File: src/rtl/bcd_binary_converter_assert.svh
// Assertion macros for the BCD/binary converter.
// Used by the pipeline stage and output buffer modules; no other dependencies.
`ifndef BCD_BINARY_CONVERTER_ASSERT_SVH
`define BCD_BINARY_CONVERTER_ASSERT_SVH
`ifndef SYNTH
// a holds in the same cycle as c
`define BCDC_ASSERT_NOW(label, clk, rst, a, c) \
  label: assert property (@(posedge clk) disable iff (rst) (a) |-> (c)) \
    else $error("bcdc check failed");
// a holds, then c holds in the next cycle
`define BCDC_ASSERT_NEXT(label, clk, rst, a, c) \
  label: assert property (@(posedge clk) disable iff (rst) (a) |=> (c)) \
    else $error("bcdc check failed");
`else
`define BCDC_ASSERT_NOW(label, clk, rst, a, c)
`define BCDC_ASSERT_NEXT(label, clk, rst, a, c)
`endif
`endif

File: src/rtl/bcdc_pkg.sv
// Shared types, constants and helpers for the BCD/binary converter.
// No dependencies; imported by every module of the block.
package bcdc_pkg;

  localparam int WORD_NIBBLES = 8;
  localparam int DIGITS_DEF   = 8;
  localparam int VAL_W        = 27;
  localparam int BIN_W        = 28;
  localparam int BCD_W        = 32;

  // divide by ten as multiply by reciprocal, exact for any 32-bit dividend
  localparam logic [31:0] RECIP_10    = 32'hCCCC_CCCD;
  localparam int          RECIP_SHIFT = 35;
  localparam logic [3:0]  NIB_MAX     = 4'd9;

  localparam logic REQ_BCD2BIN = 1'b0;
  localparam logic REQ_BIN2BCD = 1'b1;

  typedef struct packed {
    logic              req_type;
    logic [BCD_W-1:0]  bcd_word;
    logic [VAL_W-1:0]  bin_value;
  } req_t;

  typedef struct packed {
    logic [BIN_W-1:0]  bin_result;
    logic [BCD_W-1:0]  bcd_result;
    logic              bad_digit;
  } rsp_t;

  // working item as it moves down the digit stages
  typedef struct packed {
    logic              req_type;
    logic [BCD_W-1:0]  word;
    logic [VAL_W-1:0]  val;
    logic [BIN_W-1:0]  bin;
    logic [BCD_W-1:0]  bcd;
    logic              bad;
  } pipe_t;

  // weight of decimal digit k, modulo 2^BIN_W
  function automatic logic [BIN_W-1:0] pow10(input int k);
    logic [BIN_W-1:0] w;
    w = BIN_W'(1);
    for (int i = 0; i < k; i++) begin
      w = BIN_W'(w * BIN_W'(10));
    end
    return w;
  endfunction

endpackage

File: src/rtl/bcdc_out_buf.sv
// Output register with a skid entry; packs the finished item into a response.
// Depends on bcdc_pkg and bcd_binary_converter_assert.svh.
`include "bcd_binary_converter_assert.svh"
module bcdc_out_buf
  import bcdc_pkg::*;
(
  input  logic  clk,
  input  logic  rst,
  input  logic  up_valid,
  output logic  up_ready,
  input  pipe_t up_data,
  output logic  rsp_valid,
  input  logic  rsp_ready,
  output rsp_t  rsp
);

  logic main_v;
  logic skid_v;
  rsp_t main;
  rsp_t skid;
  rsp_t packed_rsp;
  logic up_xfer;

  always_comb begin
    packed_rsp.bin_result = up_data.bin;
    packed_rsp.bcd_result = up_data.bcd;
    packed_rsp.bad_digit  = up_data.bad;
  end

  // ready comes from a register, so it has no combinational path from rsp_ready
  assign up_ready = !skid_v;
  assign up_xfer  = up_valid && up_ready;

  always_ff @(posedge clk) begin
    if (rst) begin
      main_v <= 1'b0;
      skid_v <= 1'b0;
    end else if (!main_v || rsp_ready) begin
      // main frees up: refill from skid first, else from the pipeline
      if (skid_v) begin
        main_v <= 1'b1;
        skid_v <= 1'b0;
      end else begin
        main_v <= up_xfer;
      end
    end else if (up_xfer) begin
      // main held: park the arriving transfer
      skid_v <= 1'b1;
    end
    if (!main_v || rsp_ready) begin
      if (skid_v) begin
        main <= skid;
      end else if (up_xfer) begin
        main <= packed_rsp;
      end
    end else if (up_xfer) begin
      skid <= packed_rsp;
    end
  end

  assign rsp_valid = main_v;
  assign rsp       = main;

  `BCDC_ASSERT_NOW(a_skid_behind_main, clk, rst, skid_v, main_v)
  `BCDC_ASSERT_NEXT(a_skid_kept, clk, rst, skid_v && !rsp_ready, skid_v && main_v)
  `BCDC_ASSERT_NOW(a_flag_only_d2b, clk, rst, main_v && main.bad_digit, main.bcd_result == '0)

endmodule

File: config.mk
export PLATFORM = sky130hd
export DESIGN_NAME = bcdc_out_buf
export DESIGN_NICKNAME = d
export VERILOG_FILES = /design/src/rtl/bcdc_pkg.sv /design/src/rtl/bcdc_out_buf.sv
export VERILOG_INCLUDE_DIRS = /design/src /design/src/rtl
export SDC_FILE = /design/constraint.sdc
export NUM_CORES = 1
export LEC_CHECK = 0
export BUFFER_PORTS_ARGS = -buffer_cell sky130_fd_sc_hd__buf_2
export CORE_UTILIZATION = 48
export CTS_CLUSTER_SIZE = 12
export DETAILED_ROUTE_END_ITERATION = 7
export GPL_ROUTABILITY_DRIVEN = 1
export PLACE_DENSITY = 0.79
export SLEW_MARGIN = 30
export SYNTH_ARGS = -nofsm -noshare
export SYNTH_HDL_FRONTEND = slang
export SYNTH_SLANG_ARGS = --single-unit
File: constraint.sdc
create_clock -name clk -period 7.2 [get_ports clk]
set_input_delay 0.36 -clock clk [delete_from_list [all_inputs] [get_ports clk]]
set_output_delay 0.36 -clock clk [all_outputs]
set_load 0.01 [all_outputs]
[Word level (Yosys, flattened, before mapping)]
Index checks and enable logic that the tools add are counted.
Storage, ports and cells
  register bits: 124
  output and inout bits: 63
Operators by class
  reductions and logical operators: 8
  multiplexer cells: 3
  bitwise gates (word level): 1
Operator list (number)
  $mux 61: 2
  $reduce_and 2->1: 2
  $logic_not 1->1: 2
  $reduce_bool 2->1: 1
  $reduce_or 2->1: 1
  $logic_and 1x1->1: 1
  $logic_or 1x1->1: 1
  $mux 1: 1
  $not 1->1: 1

[Logic depth before layout (Yosys ltp)]
Gate-level depths: netlist (run 1).
  word-level depth: 4
  gate-level depth with buffers: 3

[Least setup slack after synthesis (run 1)]
No wires, ideal clock.
  path type: flip-flop to flip-flop
  start point: register skid_v
  end point: register skid[0] in the netlist's numbering, enable pin
  buffers on the path: 2
  library setup time: 568 ps
  stages on the path, launching flop included: 4
  required time: 6632 ps
  arrival: 5061 ps
  period minus slack after synthesis: 5628 ps
  setup slack: 1572 ps
  cell sequence: dfxtp_1 -> buf_6 -> buf_12 -> nor3b_1
On the way
  word-level cells in the longest chain between the ends: 3
Ends and longest elaborated chain
  from (decl): RTL line bcdc_out_buf.sv:18  | logic skid_v;
  from (signal assigned): RTL line bcdc_out_buf.sv:37  | skid_v <= 1'b0;
  from (signal assigned): RTL line bcdc_out_buf.sv:42  | skid_v <= 1'b0;
  from (signal assigned): RTL line bcdc_out_buf.sv:48  | skid_v <= 1'b1;
  $logic_not 1->1: RTL line bcdc_out_buf.sv:31  | assign up_ready = !skid_v;
  $logic_and 1x1->1: RTL line bcdc_out_buf.sv:32  | assign up_xfer = up_valid && up_ready;
  $reduce_and 2->1 (no source line)
  to (signal assigned): RTL line bcdc_out_buf.sv:57  | skid <= packed_rsp;
  to (decl): RTL line bcdc_out_buf.sv:20  | rsp_t skid;
Every way passes these cells.
A chain may end at the register's enable or synchronous reset.

[Worst setup path after layout (run 1)]
  start point: register skid_v
  end point: register main (netlist bit rsp[1]), enable pin
On the way
  word-level cells in the longest chain between the ends: 4
Ends and longest elaborated chain
  $logic_not 1->1: RTL line bcdc_out_buf.sv:31
  $logic_and 1x1->1: RTL line bcdc_out_buf.sv:32
  $reduce_bool 2->1 (no source line) (*)
  $reduce_and 2->1 (no source line) (*)
  to (signal assigned): RTL line bcdc_out_buf.sv:52  | main <= skid;
  to (signal assigned): RTL line bcdc_out_buf.sv:54  | main <= packed_rsp;
  to (decl): RTL line bcdc_out_buf.sv:19  | rsp_t main;
Every way passes the cells marked *; elsewhere a longest branch is shown, timed or not.

==> results of run 1 <==
report_power, final:
group | internal (uW) | switching, uW | total (uW)
registers | 833 | 9.22 | 842
logic | 57.6 | 52.2 | 110
clock network | 555 | 288 | 843
total | 1450 | 349 | 1800
cell usage in the layout (no fill, tap or decap):
cell type      instances
clkinv_4               1
nor3_1                 1
mux2_4                58
nor3b_2                1
nand2b_1               1
clkbuf_8               1
bufinv_16              4
dfxtp_1                1
dlygate4sd3_1          1
mux2_2                 3
a21oi_1                1
clkinv_1               4
clkinv_2               2
dfxtp_4                1
buf_4                  4
clkbuf_16             16
inv_1                  1
buf_2                127
clkbuf_1               1
nor2b_4                1
clkinvlp_4             3
nor2_1                 1
edfxtp_1             122
state kept, by name, summed over array words and instances, names as in the netlist:
signal / count
skid: 61
rsp: 61
rsp_valid: 1
skid_v: 1
cell families after synthesis:
kind of cell | synth area share [%]
flops | 77.5
buf+inv | 2.83
mux | 18.9
compound gates | 0.105
simple gates | 0.602
stage by stage:
stage / power (uW) / instance area [um^2] / util (%)
floorplan: 920 / 4780 / -
global placement: 964 / 5490 / 56.5
detailed placement: 969 / 5490 / 56.5
CTS: 1820 / 6100 / 62.7
global route: 1860 / 6100 / 62.7
finish: 1800 / 6100 / 62.7
layer usage:
metal | part of all wire, % | track usage, % | up-vias | routed length [um]
li1 | - | - | 1086 | -
met1 | 42 | 17.9 | 1086 | 3140
met2 | 49 | 23.9 | 90 | 3640
met3 | 7.0 | 7.59 | 15 | 522
met4 | 1.5 | 7.02 | 2 | 109
met5 | 0.13 | 0 | - | 10
how the worst max path moves through the flow:
stage	start	endpoint
floorplan	skid_v$_SDFFE_PP0P_	skid[0]$_DFFE_PP_
global route	skid_v$_SDFFE_PP0P_	rsp[1]$_DFFE_PP_
finish	skid_v$_SDFFE_PP0P_	rsp[1]$_DFFE_PP_
detailed placement	skid_v$_SDFFE_PP0P_	rsp[28]$_DFFE_PP_
CTS	skid_v$_SDFFE_PP0P_	rsp[38]$_DFFE_PP_
global placement	skid_v$_SDFFE_PP0P_	rsp[19]$_DFFE_PP_
layout make-up:
type	count	area share [%]
Sequential cell	124	60.8
Multi-Input combinational cell	67	15.6
Timing Repair Buffer	132	11.1
Clock buffer	18	6.85
Clock inverter	14	2.89
Tap cell	133	2.73
Inverter	1	0.0616
timing repair:
| item | in CTS | in global routing |
|---|---|---|
| hold buffers | 1 | 0 |
| gates resized for setup | 0 | 0 |
| endpoints found under the hold margin | 2 | 0 |
==> impl_metrics.py, run 1 <==
metrics = {
    "status": {
        "status": "complete, no violations",
    },
    "clock_tree": {
        "clk_root_buffer_cell": "clkbuf_8",
        "cts_made_buffers": 17,
        "cts.sinks": 124,
        "clk_latency_ns": 0.51,
        "htree_levels": 4,
        "postCtsSetupBuffers": 0,
        "clk_pin_slew_ns": 0.06,
        "cts_max_path_buffers": 2,
        "cts_tree": "yes",
    },
    "timing": {
        "rsz0062_at_grt": "false",
        "fin_worst_skew_ns": 0.00597,
        "worst_pin_slew_ns": 0.771,
        "finalCriticalPeriod_ns": 2.10,
        "fin_ws_ns": 5.10,
        "period_share_pct": 29.2,
        "slew_headroom_pct": 48.6,
        "hold_violations": 0,
        "slew_viol_final": 0,
        "max_freq_ghz": 0.475,
        "whs_ns": 0.0400,
        "tns_ns": 0,
        "setup_viol_count_final": 0,
    },
    "logic_synthesis": {
        "syn_area_um2": 4780,
        "synth_common_cells": "edfxtp_1 (122), mux2_4 (58), buf_12 (6), mux2_2 (3), dfxtp_1 (2)",
        "synth_edf_count": 122,
        "synth_ff_type": "edfxtp_1",
        "synth-seq-cells": 124,
        "yosysSeqAreaShare_pct": 77.5,
        "async_flop_share_pct": 0,
        "synth_cell_types": 13,
        "syn_nets": 324,
        "yosysTopAreaCell": "edfxtp_1",
        "avgSynthCellArea_um2": 24.0,
        "yosys-top-cells-area": "edfxtp_1 (77%), mux2_4 (18%), buf_12 (2.5%)",
        "yosysMostFrequentCell": "edfxtp_1",
        "ys_warn_count": 0,
        "synth_top_area_share_pct": 76.7,
        "synthCells": 199,
    },
    "setup_path": {
        "cp-start-kind": "flip-flop",
        "worst-r2r-setup-slack_ns": 5.10,
        "worst-path-buf-inv": 1,
        "end_kind": "flip-flop",
        "cp_data_required_time_ns": 7.33,
        "worst_path_max_delay_cell": "dfxtp_4",
        "rr_endpoint": "rsp[1]$_DFFE_PP_",
        "worstPathArrival_ns": 2.24,
        "crit_family": "flip-flops",
        "critical_path_peak_fanout": 61,
        "r2r_cells": 3,
        "r2r-start": "skid_v$_SDFFE_PP0P_",
        "max_stage_delay_ns": 0.72,
        "path_cells": "nor2_1 -> nor2b_4 -> buf_4",
        "critPathKind": "reg2reg",
        "path_depth": 3,
    },
    "global_route": {
        "grt.overflow.total": 0,
        "grt_pass1_wl_um": 11300,
        "grt_start_max_net_pins": 62,
        "grt_antenna_before_repair": 1,
        "grt_pass1_vias": 2339,
        "grtUsageTotal_pct": 15.4,
    },
    "route": {
        "wl_per_cell_um": 15.2,
        "vias": 2279,
        "drtPass1Iterations": 4,
        "totalWireLength_um": 7430,
        "drc": 0,
        "routed_via_density": 4.66,
        "drtIter0Drc": 49,
        "ant_nets": 0,
    },
    "die": {
        "rows": 36,
        "initial_core_util_pct": 49.1,
        "die_w_um": 102,
        "coreArea_um2": 9730,
        "die_area_um2": 10400,
        "ioPinCount": 188,
        "die_h_um": 102,
    },
    "layout": {
        "drive_gt1_share_pct": 62.4,
        "syn2layout_area_growth_pct": 27.7,
        "fillers": 720,
        "fin_cells": 489,
        "seqCellArea_um2": 3710,
        "diodes": 0,
        "multiInputGateArea_um2": 951,
        "final_nets": 468,
    },
    "placement": {
        "portBuffers": 127,
        "place_ws_ns": 5.05,
        "dp.cells": 456,
        "gp_congestion": 0.680,
    },
    "worst_hold_path": {
        "hp-class": "in2reg",
        "hold_end": "skid[56]$_DFFE_PP_",
        "hp-start": "up_data[56]",
        "hold_depth": 1,
    },
    "power": {
        "power.density_nw_per_um2": 294,
        "peakVddDrop_mv": 0.165,
        "leakagePower_uw": 0.00240,
    },
    "flow_run": {
        "maxCapViolCount": 0,
    },
}
(Power assumes the default switching activity.)
==> run 2, diff against run 1 <==
Settings changed: ABC_AREA set to 1, CORE_UTILIZATION 48 to 43, PLACE_DENSITY 0.79 to 0.76.
Clock period 7.2 ns to 1.8 ns, I/O delays scaled along.
==> run 2 against run 1 <==
Against the previous run: synthesized cell count is 66% higher; final area is 8.1% higher; sequential share of layout area is 4.6 points lower; via count is 38% higher; setup slack worse by 4.9 ns; die area is 6.4% higher; power grew to 4.0 times the previous value.
==> impl_metrics.py, run 2 <==
metrics = {
    "status": {
        "status": "complete, no violations",
    },
    "layout": {
        "layout_common_cells": "nand2_1 (184), buf_2 (127), edfxtp_1 (122), dlygate4sd3_1 (66), clkbuf_16 (16)",
        "final_nets": 662,
        "fillers": 779,
        "fin_area_um2": 6600,
        "syn2layout_area_growth_pct": 44.7,
        "mostFrequentLayoutCell": "nand2_1",
        "diodes": 0,
        "drive_gt1_share_pct": 30.2,
    },
    "logic_synthesis": {
        "synth_edf_count": 122,
        "async_flop_share_pct": 0,
        "yosysSeqAreaShare_pct": 81.3,
        "yosys-top-cells-area": "edfxtp_1 (80%), nand2_1 (15%), clkbuf_8 (1.8%)",
        "ys_warn_count": 0,
        "yosysMostFrequentCell": "nand2_1",
        "synth_top_area_share_pct": 80.4,
        "yosysTopAreaCell": "edfxtp_1",
        "synth_cell_types": 12,
        "synth_common_cells": "nand2_1 (184), edfxtp_1 (122), buf_2 (6), clkbuf_8 (6), nor2_1 (3)",
        "synth-seq-cells": 124,
        "synth_ff_type": "edfxtp_1",
        "synthCells": 331,
        "syn_nets": 456,
        "syn_area_um2": 4560,
        "avgSynthCellArea_um2": 13.8,
    },
    "power": {
        "power.density_nw_per_um2": 1090,
        "leakagePower_uw": 0.00280,
        "peakVddDrop_mv": 0.530,
    },
    "timing": {
        "slew_viol_final": 0,
        "max_freq_ghz": 0.609,
        "finalCriticalPeriod_ns": 1.64,
        "whs_ns": 0.316,
        "slew_headroom_pct": 74.4,
        "worst_pin_slew_ns": 0.384,
        "period_share_pct": 91.2,
        "setup_viol_count_final": 0,
        "rsz0062_at_grt": "false",
        "fin_worst_skew_ns": 0.00757,
        "hold_violations": 0,
    },
    "global_route": {
        "grt_pass1_vias": 3301,
        "grt_pass1_wl_um": 16000,
        "met2_usage_pct": 34.0,
        "grt_start_max_net_pins": 39,
        "grt_antenna_before_repair": 0,
        "grt_util_met3_pct": 6.05,
        "grt.overflow.total": 0,
        "grtUsageTotal_pct": 19.4,
        "globalRouteMet1Util_pct": 22.3,
        "busiest_layer": "met2",
    },
    "worst_hold_path": {
        "hp-class": "in2reg",
        "hp-start": "up_data[6]",
    },
    "die": {
        "rows": 37,
        "die_h_um": 105,
        "coreArea_um2": 10300,
        "initial_core_util_pct": 44.3,
        "ioPinCount": 188,
        "die_w_um": 105,
        "die_area_um2": 11000,
    },
    "route": {
        "totalWireLength_um": 9900,
        "ant_nets": 0,
        "wl_per_cell_um": 14.4,
        "routed_via_density": 4.58,
        "vias": 3140,
        "drc": 0,
        "drtPass1Iterations": 4,
        "drtIter0Drc": 134,
    },
    "placement": {
        "place_area_um2": 5360,
        "gp_congestion": 0.717,
        "portBuffers": 127,
        "hpwl_um": 5530,
    },
    "setup_path": {
        "end_kind": "output pin",
        "critical_path_peak_fanout": 38,
        "critPathKind": "reg2out",
        "worstPathArrival_ns": 1.55,
        "cp_data_required_time_ns": 1.71,
        "r2r-start": "skid_v$_SDFFE_PP0P_",
        "crit_start": "skid_v$_SDFFE_PP0P_",
        "cp-start-kind": "flip-flop",
    },
    "clock_tree": {
        "cts_tree": "yes",
        "postCtsSetupBuffers": 0,
        "cts.sinks": 124,
        "clk_root_buffer_cell": "clkbuf_8",
        "clk_latency_ns": 0.50,
        "htree_levels": 4,
        "clk_pin_slew_ns": 0.06,
        "cts_max_path_buffers": 2,
        "cts_made_buffers": 17,
    },
    "flow_run": {
        "maxCapViolCount": 0,
    },
}
## run 2: path summary, 6_finish.rpt
path	end	slack, ns	cells past startpoint
hold / removal	skid[6]$_DFFE_PP_	0.32	2
setup / recovery	up_ready	0.16	3
hold reg to reg	rsp[45]$_DFFE_PP_	0.51	2
setup reg to reg	rsp_valid$_SDFFE_PP0P_	0.23	4
## run 2: repair_timing
action,4_1_cts,5_1_grt
hold buffers,66,0
endpoints found under the hold margin,124,0
gates resized for setup,1,0
setup endpoints to repair,1,0
## run 2: final cells by class
cell class	instances	area (um^2)	share of cell area [%]
multi-input cells	191	748	11.3
inverters	3	13.8	0.209
clock inverters	13	150	2.28
repair buffers	200	1390	21.0
clock buffers	19	422	6.39
flip-flops and latches	124	3700	56.2
well taps	136	170	2.58
## run 2: kinds of logic (layout without fill, tap and decap cells)
kind of cell	count (synthesis)	after routing	share of synthesized area, %
flip-flops	124	124	81.3
buffers and inverters	16	235	2.88
AO/OA/AOI/OAI	2	2	0.219
AND/OR/NAND/NOR	189	189	15.6
## run 2: power by group
| part | leakage (uW) | internal [uW] | total (uW) | switching [uW] |
|---|---|---|---|---|
| combinational | 0.00137 | 263 | 553 | 290 |
| clock | 0.000266 | 2090 | 3240 | 1150 |
| sequential | 0.00116 | 3350 | 3390 | 37.3 |
## run 2: per-stage QoR
stage	TNS [ns]	cells	power [uW]	util [%]	setup slack, ns
floorplan	-16.15	331	3650	-	-0.133
global placement	0	588	3870	52.2	0.424
detailed placement	0	588	3890	52.2	0.379
CTS	0	686	7260	64.2	0.121
global route	0	686	7450	64.2	0.0486
finish	0	686	7180	64.2	0.159
## run 2: per-layer routing
layer,vias to the layer above,part of all wire (%)
li1,1536,-
met1,1485,42
met2,113,52
met3,6,5.3
met4,0,0.62
met5,-,0
## run 2: critical path, cell delays in order (launching register included)
cell and delay [ns]:
dfxtp_2 0.37, inv_4 0.25, buf_12 0.24, buf_2 0.17
